[src/sv/lcal_pkg.sv]
package lcal_pkg;

   localparam int NODE_W    = 10;
   localparam int MAX_NODES = 1 << NODE_W;
   localparam int ENTRY_W   = NODE_W + 1;
   localparam int COUNT_W   = NODE_W + 1;

   // Table entry with all ones marks "no ancestor"
   localparam logic [ENTRY_W-1:0] NO_ANC      = '1;
   localparam logic [COUNT_W-1:0] COUNT_RESET = COUNT_W'(MAX_NODES);

   localparam logic [1:0] REQ_LOAD  = 2'd0;
   localparam logic [1:0] REQ_BUILD = 2'd1;
   localparam logic [1:0] REQ_QUERY = 2'd2;

   localparam logic RES_QUERY = 1'b0;
   localparam logic RES_BUILD = 1'b1;

   typedef struct packed {
      logic [1:0]        req_type;
      logic [NODE_W-1:0] node_a;
      logic [NODE_W-1:0] node_b;
      logic [NODE_W-1:0] node_depth;
   } req_item_type;

   typedef struct packed {
      logic              result_kind;
      logic [NODE_W-1:0] ancestor;
   } rsp_item_type;

   typedef enum logic [4:0] {
      OP_IDLE,
      OP_LOAD,
      OP_CAPTURE,
      OP_BUILD_START,
      OP_RD_DEPTHS,
      OP_ORDER,
      OP_RD_P,
      OP_DEC,
      OP_MOVE_P,
      OP_TAKE_DP,
      OP_EQ_PREP,
      OP_RD_PQ_TAB,
      OP_JOIN_STEP,
      OP_RD_PAR_P,
      OP_SET_RES_PAR,
      OP_RD_PAR_IDX,
      OP_RD_MID,
      OP_RD_ANC,
      OP_WR_INV,
      OP_WR_PAR,
      OP_WR_ANC,
      OP_SET_RES_BUILD,
      OP_PUSH
   } dp_op_type;

   typedef struct packed {
      dp_op_type op;
   } dp_cmd_type;

   typedef struct packed {
      logic out_free;
      logic need_lift;
      logic up_valid;
      logic lvl_zero;
      logic pq_equal;
      logic entry_active;
      logic build_last;
   } dp_stat_type;

endpackage

[src/sv/lcal_ctrl.sv]
module lcal_ctrl
   import lcal_pkg::*;
(
   input  logic        clock,
   input  logic        reset,
   input  logic        req_valid,
   input  logic [1:0]  req_kind,
   output logic        req_stall,
   input  dp_stat_type stat,
   output dp_cmd_type  cmd
);

   typedef enum logic [4:0] {
      S_IDLE,
      S_B_CHK,
      S_B_L0_WR,
      S_B_MID,
      S_B_ANC_WR,
      S_B_DONE,
      S_Q_DEPTH,
      S_Q_ORDER,
      S_Q_UP_CHK,
      S_Q_UP_MOVE,
      S_Q_UP_DEP,
      S_Q_EQ,
      S_Q_JOIN_RD,
      S_Q_JOIN_MOVE,
      S_Q_PAR_RD,
      S_Q_PAR_RES,
      S_OUT
   } state_type;

   state_type state_ff, state_in;
   logic      req_stall_ff;
   dp_op_type op;

   assign req_stall = req_stall_ff;
   assign cmd.op    = op;

   always_comb begin
      state_in = state_ff;
      op       = OP_IDLE;
      unique case (state_ff)
         S_IDLE: begin
            if (req_valid && !req_stall_ff) begin
               unique case (req_kind)
                  REQ_LOAD: begin
                     op = OP_LOAD;
                  end
                  REQ_BUILD: begin
                     op       = OP_BUILD_START;
                     state_in = S_B_CHK;
                  end
                  REQ_QUERY: begin
                     op       = OP_CAPTURE;
                     state_in = S_Q_DEPTH;
                  end
                  default: ;
               endcase
            end
         end
         S_B_CHK: begin
            if (!stat.entry_active) begin
               op       = OP_WR_INV;
               state_in = stat.build_last ? S_B_DONE : S_B_CHK;
            end else if (stat.lvl_zero) begin
               op       = OP_RD_PAR_IDX;
               state_in = S_B_L0_WR;
            end else begin
               op       = OP_RD_MID;
               state_in = S_B_MID;
            end
         end
         S_B_L0_WR: begin
            op       = OP_WR_PAR;
            state_in = stat.build_last ? S_B_DONE : S_B_CHK;
         end
         S_B_MID: begin
            if (stat.up_valid) begin
               op       = OP_RD_ANC;
               state_in = S_B_ANC_WR;
            end else begin
               op       = OP_WR_INV;
               state_in = stat.build_last ? S_B_DONE : S_B_CHK;
            end
         end
         S_B_ANC_WR: begin
            op       = OP_WR_ANC;
            state_in = stat.build_last ? S_B_DONE : S_B_CHK;
         end
         S_B_DONE: begin
            op       = OP_SET_RES_BUILD;
            state_in = S_OUT;
         end
         S_Q_DEPTH: begin
            op       = OP_RD_DEPTHS;
            state_in = S_Q_ORDER;
         end
         S_Q_ORDER: begin
            op       = OP_ORDER;
            state_in = S_Q_UP_CHK;
         end
         S_Q_UP_CHK: begin
            if (stat.need_lift) begin
               op       = OP_RD_P;
               state_in = S_Q_UP_MOVE;
            end else if (stat.lvl_zero) begin
               state_in = S_Q_EQ;
            end else begin
               op = OP_DEC;
            end
         end
         S_Q_UP_MOVE: begin
            if (stat.up_valid) begin
               op       = OP_MOVE_P;
               state_in = S_Q_UP_DEP;
            end else if (stat.lvl_zero) begin
               state_in = S_Q_EQ;
            end else begin
               op       = OP_DEC;
               state_in = S_Q_UP_CHK;
            end
         end
         S_Q_UP_DEP: begin
            op       = OP_TAKE_DP;
            state_in = stat.lvl_zero ? S_Q_EQ : S_Q_UP_CHK;
         end
         S_Q_EQ: begin
            op       = OP_EQ_PREP;
            state_in = stat.pq_equal ? S_OUT : S_Q_JOIN_RD;
         end
         S_Q_JOIN_RD: begin
            op       = OP_RD_PQ_TAB;
            state_in = S_Q_JOIN_MOVE;
         end
         S_Q_JOIN_MOVE: begin
            op       = OP_JOIN_STEP;
            state_in = stat.lvl_zero ? S_Q_PAR_RD : S_Q_JOIN_RD;
         end
         S_Q_PAR_RD: begin
            op       = OP_RD_PAR_P;
            state_in = S_Q_PAR_RES;
         end
         S_Q_PAR_RES: begin
            op       = OP_SET_RES_PAR;
            state_in = S_OUT;
         end
         S_OUT: begin
            if (stat.out_free) begin
               op       = OP_PUSH;
               state_in = S_IDLE;
            end
         end
         default: begin
            state_in = S_IDLE;
         end
      endcase
   end

   always_ff @(posedge clock) begin
      if (reset) begin
         state_ff     <= S_IDLE;
         req_stall_ff <= 1'b0;
      end else begin
         state_ff     <= state_in;
         req_stall_ff <= (state_in != S_IDLE);
      end
   end

`ifndef ASSERT_OFF
   a_accept_idle: assert property (@(posedge clock) disable iff (reset)
      (req_valid && !req_stall) |-> (state_ff == S_IDLE))
      else $error("item accepted outside idle");

   a_query_start: assert property (@(posedge clock) disable iff (reset)
      (req_valid && !req_stall && req_kind == REQ_QUERY)
      |=> (state_ff == S_Q_DEPTH && req_stall))
      else $error("query item did not start the depth read");
`endif

endmodule

[config.mk]
export PLATFORM = sky130hd
export DESIGN_NAME = lcal_ctrl
export DESIGN_NICKNAME = d
export VERILOG_FILES = /design/src/sv/lcal_pkg.sv /design/src/sv/lcal_ctrl.sv
export SDC_FILE = /design/constraint.sdc
export NUM_CORES = 1
export LEC_CHECK = 0
export CAP_MARGIN = 20
export CORE_UTILIZATION = 50
export CTS_CLUSTER_DIAMETER = 150
export DETAILED_ROUTE_END_ITERATION = 16
export DONT_BUFFER_PORTS = 1
export PLACE_DENSITY = 0.77
export SETUP_SLACK_MARGIN = 0.4
export SLEW_MARGIN = 20
export SYNTH_ARGS = -nofsm -noshare
export SYNTH_HDL_FRONTEND = slang
export SYNTH_SLANG_ARGS = --single-unit
[constraint.sdc]
create_clock -name clock -period 2 [get_ports clock]
set_clock_uncertainty 0.1 [all_clocks]
set_input_delay 0.4 -clock clock [delete_from_list [all_inputs] [get_ports clock]]
set_output_delay 0.4 -clock clock [all_outputs]
set_load 0.02 [all_outputs]
## Yosys cells after proc, flatten, opt, wreduce, memory -nomap -nowiden

Cells that the tools add are included.

- Register bits: 6
- Input bits: 12
- Word-level logic and storage cells: 51

- Eq/ne operators: 18
- Mux-type cells: 24
- Reduce and logical (&&, ||, !) cells: 7

Operator list:

| operator | count |
|---|---|
| $pmux W5 S17 | 1 |
| $pmux W5 S15 | 1 |
| $mux W5 | 9 |
| $eq A5 B4 Y1 const B | 8 |
| $eq A5 B3 Y1 const B | 4 |
| $mux W3 | 5 |
| $eq A5 B2 Y1 const B | 2 |
| $mux W2 | 5 |
| $pmux W5 S2 | 1 |
| $pmux W2 S3 | 1 |
| $eq A5 B1 Y1 const B | 1 |
| $eq A5 B5 Y1 const B | 1 |
| $logic_not A5 Y1 | 1 |
| $reduce_bool A5 Y1 | 1 |
| $reduce_or A2 Y1 | 2 |
| $eq A2 B1 Y1 const B | 1 |
| $eq A2 B2 Y1 const B | 1 |
| $logic_not A2 Y1 | 1 |
| $logic_and A1 B1 Y1 | 1 |
| $logic_not A1 Y1 | 1 |
| $mux W1 | 1 |

## Longest topological paths before layout

Gate-level depths: netlist (run 1).

- Depth after elaboration: 5
- Depth in mapped cells: 7

## Worst setup path before layout (run 1)

Ideal clock, no wire load.

- Path type: reg-to-output
- Start: reg state_ff[2]
- End: out cmd[1] (netlist bit)
- Arrival: 1.299 ns
- Slack: 0.201 ns
- Stages on the path, launching flop included: 7
- Path buffers: 1
- Cell sequence: dfxtp_1 > buf_6 > nor3b_4 > nand2_1 > a2bb2oi_1 > o21a_1 > o211ai_1

RTL lines:

| what | line | source |
|---|---|---|
| start, declared | lcal_ctrl.sv:33 | `state_type state_ff, state_in;` |
| start signal, assigned | lcal_ctrl.sv:165 | `state_ff <= state_in;` |
| end, declared | lcal_ctrl.sv:10 | `output dp_cmd_type cmd` |

==> results of run 1 <==
-- worst max-delay path by stage --
stage / endpoint / slack, ns
after floorplan: cmd[1] / 0.20
after detailed placement: cmd[1] / 0.1
final: cmd[1] / -0.14
after CTS: cmd[1] / -0.10
after global routing: cmd[1] / -0.19
after global placement: cmd[1] / 0.11
-- kinds of logic (layout without fill, tap and decap cells) --
logic type / Yosys count / in the layout / synth area share (%)
DFF: 6 / 6 / 13.6
muxes: 1 / 1 / 1.13
AOI/OAI and AO/OA: 33 / 33 / 28.5
xor gates and xnor gates: 2 / 2 / 1.99
and+or+nand+nor: 53 / 53 / 36.3
adders and majority gates: 4 / 4 / 5.67
buffers and inverters: 16 / 35 / 12.8
-- cell type report --
cell class | count | area, sq um | area share [%]
clock buffer | 3 | 22.5 | 1.85
inverter | 5 | 18.8 | 1.54
multi-input combinational | 93 | 757 | 62.1
sequential | 6 | 131 | 10.8
tap | 16 | 20.0 | 1.64
timing repair buffer | 27 | 270 | 22.2
-- per-stage QoR --
stage | total power [mW] | setup TNS [ns] | hold WS, ns | utilization, %
2_1_floorplan | 0.406 | 0 | 0.363 | -
3_3_place_gp | 0.456 | 0 | 0.367 | 58.3
3_5_place_dp | 0.465 | 0 | 0.367 | 58.3
4_1_cts | 0.647 | -0.101 | 0.113 | 68.9
5_1_grt | 0.772 | -0.343 | 0.0938 | 77.4
6_report | 0.733 | -0.152 | 0.114 | 77.4
-- worst max-delay path, cell delays in order (launching register included) --
cell and delay [ns]:
dfxtp_2 0.32, buf_12 0.14, nor4b_4 0.26, a22o_1 0.20
a22oi_1 0.07, o211ai_1 0.41
-- per-layer routing --
| layer | global-route usage [%] | vias to the layer above | wire length, microns | share of wire, % |
|---|---|---|---|---|
| met3 | 2.92 | 10 | 151 | 5.7 |
| met2 | 45.3 | 41 | 1340 | 50 |
| met5 | 0 | - | 0 | 0 |
| met4 | 13.3 | 0 | 85 | 3.2 |
| met1 | 32.3 | 483 | 1100 | 41 |
| li1 | - | 460 | - | - |
-- flip-flops by register name, indices dropped and copies added (netlist names) --
signal     flops
state_ff       5
req_stall      1
-- cell usage after synthesis, types with 2 or more instances --
library cell / instances
nand3_1: 8
nor3b_1: 2
nand4_1: 3
nor2b_1: 5
buf_6: 5
buf_4: 3
dfxtp_1: 6
ha_1: 4
and2b_1: 2
buf_2: 2
inv_1: 5
nor2_1: 10
a22o_1: 2
nor2_2: 2
o211ai_1: 2
o21ai_0: 6
nand2_1: 11
nand3b_1: 4
o31ai_1: 2
a21oi_1: 5
-- power by group --
| part | internal (mW) | switching, mW | leakage (nW) |
|---|---|---|---|
| clock network | 0.0673 | 0.0355 | 0.0138 |
| logic | 0.247 | 0.226 | 0.465 |
| registers | 0.135 | 0.0213 | 0.0518 |
-- cells in the final DEF, fill, tap and decap left out, types with 2 or more instances in the layout --
master    Yosys  layout
a22o_1        2       2
buf_12        0       2
inv_1         5       5
nand4_1       3       3
o211ai_1      2       2
dfxtp_2       0       3
nand3_1       8       4
nor2_1       10       7
clkbuf_4      0       3
o21ai_0       6       6
nand2_1      11      11
nand3b_1      4       4
nor2_4        0       4
nor2b_1       5       4
a21oi_1       5       4
buf_6         5       6
and2b_1       2       2
dfxtp_4       0       2
buf_4         3      18
nand3_2       0       3
ha_1          4       4
-- timing repair --
item / in CTS / in global routing
buffers inserted: 10 / 7
gates cloned: 1 / 0
endpoints found under the setup margin: 7 / 8
resized for setup: 15 / 15
pin swaps: 16 / 17
==> key figures, run 1 <==
Status
  • Outcome: finished with violations
  • Failing checks: design-rule violations, negative setup slack

Layout
  • Layout cells sized above 1: around 44%
  • Fin nets: 152
  • Fin area: 1220 sq um
  • Non-filler cells in the finished layout: 150
  • Area Overhead vs Synth: 38.3%
  • N_diodes: 0
  • Fill cells: 98

Critical path
  • Crit. Startpoint: state_ff[2]$_SDFF_PP0_
  • CP arrival: ~1.6 ns
  • Crit Path Max Fanout: 8
  • CP Class: reg -> out
  • Worst r2r src: state_ff[2]$_SDFF_PP0_
  • R2r endpoint: req_stall$_SDFF_PP0_
  • FF-to-FF path depth: 8
  • CP Capture Type: primary output
  • Startpoint Class: register
  • R2R Setup Slk: 0.27 ns
  • Data required, critical path: around 1.5 ns

Yosys
  • Synth top area share: roughly 14%
  • Number of flops mapped to enable cells by yosys: 0
  • Synth area leader: dfxtp_1
  • Syn_nets: 131
  • Async SR Flop Fraction: 0%
  • Count of cell types in the netlist: 46
  • Register bit total from synthesis: 6
  • Dominant register cell in the synthesized netlist: dfxtp_1
  • Post-synthesis sequential area ratio: between 10% and 20%
  • Ys Warns: 0
  • Area contributors post-synth: dfxtp_1 (14%), buf_6 (6.4%), ha_1 (5.7%)
  • Synth Area per Inst: 7.67 sq um
  • Mapped Area: 882 sq um
  • Cells after Synth: approximately 120

Global routing
  • GR Overflow Total: 0
  • Initial antenna violation count: 0
  • Largest net degree at the start of global routing: 19
  • Number of global-route vias before repair: roughly 860
  • GRT Util Overall: 26.4%
  • Global-route wire length before repair: roughly 3.8 mm

Clock tree
  • Worst skew pair latency: 0.23 ns
  • Hold-fix buffers, CTS: 0
  • CTS Buf Count: 3
  • H-tree levels: 1
  • Clk root buf: clkbuf_4
  • Max clock buf depth: 2
  • Worst-path clk slew: 0.04 ns
  • CTS tree: yes
  • CTS sink cnt: 6

Drt
  • # DRC: 1
  • Final wirelength: 2.67 mm
  • Pre-antenna DRT Iters: 10
  • DR vias/cell: 6.63
  • Iteration-0 DRC Markers: 41
  • Post-DRT Antenna Nets: 0
  • Vias: 994
  • Drt wl/cell: 17.8 microns

Placed design
  • Post-DP Area: 920 sq um
  • Dpl ws: 0.0982 ns
  • Routability cong.: 0.906
  • Port buffer count: 0
  • DP Cell Count: 129
  • Hpwl dp: 1.64 mm

Die
  • FP Rows: 14
  • Die area: between 1500 and 2000 sq um
  • Die X: about 44 microns
  • I/O pins: 18
  • Core Area: 1580 sq um
  • Initial Util: between 50 and 60%
  • Die Ht: roughly 44 microns

Run
  • Max-cap violations: 0

Timing
  • Worst-Margin Slew: ~0.48 ns
  • Minimum clock period: between 2 and 2.5 ns
  • Hold Vio Cnt, Final: 0
  • Final period util: 107%
  • Final setup margin: -0.136 ns
  • Max_slew headroom: between 60% and 70%
  • RSZ-0062 raised after global routing: true
  • Final setup viols: 3
  • Slew Viols, Final: 0
  • Max frequency: 0.468 GHz

Worst hold path
  • Min-delay src: reset
  • Hold Crit Class: in -> reg
  • Hold Path End: state_ff[0]$_SDFF_PP0_
  • Hold path depth: 1

Pwr
  • Worst IR Drop VDD: roughly 0.59 mV
  • Leakage: 0.530 nW
  • PD cells: 601 nW/um^2
No activity file was read; power rests on OpenSTA's default activity.
==> run 2, diff against run 1 <==
CORE_MARGIN = 2   (was unset)
==> key figures, run 2 (synthesis results as in run 1) <==
Global routing
  • Initial antenna violation count: 0 (unchanged)
  • Number of global-route vias before repair: 892 (+4.3%)
  • Largest net degree at the start of global routing: 12 (-7)
  • Met1 usage: 31.9% (-0.34 points)
  • Grt met2 use: 40.6% (-4.7 points)
  • GRT Util Overall: 24.8% (-1.6 points)
  • GR Overflow Total: 0 (unchanged)
  • Met3 usage: 4.37% (+1.4 points)
  • Most Crowded Layer GR: met2
  • Global-route wire length before repair: 3.83 mm (+1.1%)

Placed design
  • Dpl ws: 0.129 ns (+0.0308 ns)
  • Port buffer count: 0 (unchanged)
  • Post-DP Area: 918 sq um (-0.14%)
  • Hpwl dp: 1.66 mm (+1.4%)
  • Routability cong.: 0.888 (-1.9%)

Critical path
  • Startpoint Class: register
  • R2R Setup Slk: 0.30 ns (+0.03 ns)
  • CP Class: reg -> out
  • CP Capture Type: primary output
  • Data required, critical path: 1.50 ns (about the same)
  • R2r endpoint: req_stall$_SDFF_PP0_
  • FF-to-FF path depth: 7 (-1)
  • Worst r2r src: state_ff[3]$_SDFF_PP0_
  • Crit. Startpoint: state_ff[1]$_SDFF_PP0_
  • CP arrival: 1.59 ns (-0.05 ns)
  • Crit Path Max Fanout: 3 (-5)

Timing
  • Hold Vio Cnt, Final: 0 (unchanged)
  • Max_slew headroom: 80.1% (+12 points)
  • Final period util: 104% (-2.5 points)
  • Slew Viols, Final: 0 (unchanged)
  • Final setup TNS: -0.103 ns (+0.0486 ns)
  • Hold WS: 0.117 ns (+0.00319 ns)
  • Final setup margin: -0.0868 ns (+0.0496 ns)
  • RSZ-0062 raised after global routing: true
  • Minimum clock period: 2.09 ns (-0.0496 ns)
  • Worst-Margin Slew: 0.298 ns (-0.178 ns)
  • Final setup viols: 3 (unchanged)
  • Max frequency: 0.479 GHz (+2.4%)

Layout
  • Fin nets: 152 (unchanged)
  • Most frequent cells in the layout: buf_4 (20), nand2_1 (10), nor2_1 (8)
  • Layout cells sized above 1: 46.3% (+2.2 points)
  • Area Overhead vs Synth: 32.8%
  • Fill cells: 128 (+31%)
  • Largest reg by FF count: state_ff
  • N_diodes: 0 (unchanged)
  • Most common cell after layout, fill and taps aside: buf_4
  • Fin area: 1170 sq um (-4.0%)
  • Max reg flops: 5 (unchanged)

Clock tree
  • CTS Buf Count: 3 (unchanged)
  • H-tree levels: 1 (unchanged)
  • CTS tree: yes
  • Hold-fix buffers, CTS: 0 (unchanged)
  • Worst-path clk slew: 0.04 ns (about the same)
  • Max clock buf depth: 2 (unchanged)
  • Worst skew pair latency: 0.24 ns (about the same)
  • Clk root buf: clkbuf_4
  • CTS sink cnt: 6 (unchanged)

Die
  • Die area: 2120 sq um (+9.3%)
  • FP Rows: 15 (+1)
  • Die Ht: 46 microns (+4.5%)
  • Initial Util: 52.2% (-3.7 points)
  • Core Area: 1690 sq um (+7.1%)
  • I/O pins: 18 (unchanged)
  • Die X: 46 microns (+4.5%)

Pwr
  • Combinational share of power: 60.7% (-3.9 points)
  • Clk pwr share: 16.0% (+2.0 points)
  • Power Internal: 395 uW (-12%)
  • Sw Share: 41.4% (+2.7 points)
  • Sw Pwr: 279 uW (-1.5%)
  • Worst IR Drop VDD: 0.454 mV (-23%)
  • PD cells: 575 nW/um^2 (-4.2%)
  • Leakage: 0.512 nW (-3.3%)
  • Overall power: 674 uW (-8.0%)
  • Sequential Power Share: 23.3% (+1.9 points)

Worst hold path
  • Min-delay src: reset
  • Hold path depth: 1 (unchanged)
  • Hold Crit Class: in -> reg
  • Hold Path End: state_ff[2]$_SDFF_PP0_

Status
  • Outcome: finished with violations
  • Failing checks: negative setup slack

Drt
  • Iteration-0 DRC Markers: 82 (+100%)
  • Vias: 984 (-1.0%)
  • Final wirelength: 2.78 mm (+4.2%)
  • # DRC: 0 (-1)
  • Pre-antenna DRT Iters: 4 (-6)
  • Post-DRT Antenna Nets: 0 (unchanged)
  • Drt wl/cell: 18.4 microns (+3.5%)
  • DR vias/cell: 6.52 (-1.7%)

Run
  • Max-cap violations: 0 (unchanged)
## run 2: cell types whose count changed in the layout (fill, tap and decap cells not counted), moves of 2 or more
cell,change
buf_12,-2
buf_4,+2
o21ai_0,-2
o21ai_1,+2
## run 2: timing repair
| item | in CTS | in global routing |
|---|---|---|
| pin swaps | 15 | 15 |
| gates resized for setup | 14 | 19 |
| endpoints found under the setup margin | 8 | 9 |
| gates cloned | 0 | 0 |
| setup buffers | 12 | 3 |
## run 2: worst max path at each step
stage | endpoint | slack [ns] | cells after the start
global route | cmd[1] | -0.18 | 6
finish | cmd[1] | -0.09 | 6
detailed placement | cmd[1] | 0.13 | 6
floorplan | cmd[1] | 0.20 | 6
global placement | cmd[1] | 0.14 | 6
CTS | cmd[1] | -0.04 | 6
## run 2: layer usage
metal / wire length (microns) / part of all wire (%)
met1: 1160 / 42
met5: 0 / 0
met4: 0 / 0
met2: 1430 / 52
met3: 187 / 6.7
## run 2: power groups by stage
stage          sequential (mW)  combinational [mW]  clock (mW)
6_report                 0.157               0.409       0.108
5_1_grt                  0.157               0.435       0.121
4_1_cts                  0.155               0.363       0.117
3_5_place_dp             0.156               0.313           0
3_3_place_gp             0.156               0.304           0
2_1_floorplan            0.152               0.254           0
## run 2: worst max-delay path: stages (launching register included)
cell and delay [ns]:
dfxtp_4 0.36, nor3b_4 0.30, nand2_2 0.09, a2bb2oi_1 0.14, o21a_1 0.21, o211ai_1 0.09, buf_4 0.17
## run 2: area by class of cell
| type | instances | area [sq um] | share of cell area [%] |
|---|---|---|---|
| multi-input combinational | 93 | 752 | 64.2 |
| timing repair buffer | 27 | 226 | 19.3 |
| sequential | 6 | 130 | 11.1 |
| clock buffer | 3 | 22.5 | 1.92 |
| tap | 17 | 21.3 | 1.82 |
| inverter | 5 | 18.8 | 1.60 |
## run 2: per-stage QoR
step / std cells / utilization [%]
after floorplan: 115 / -
final: 151 / 69.3
after CTS: 148 / 63.9
after global placement: 133 / 54.4
after global routing: 151 / 69.3
after detailed placement: 133 / 54.4
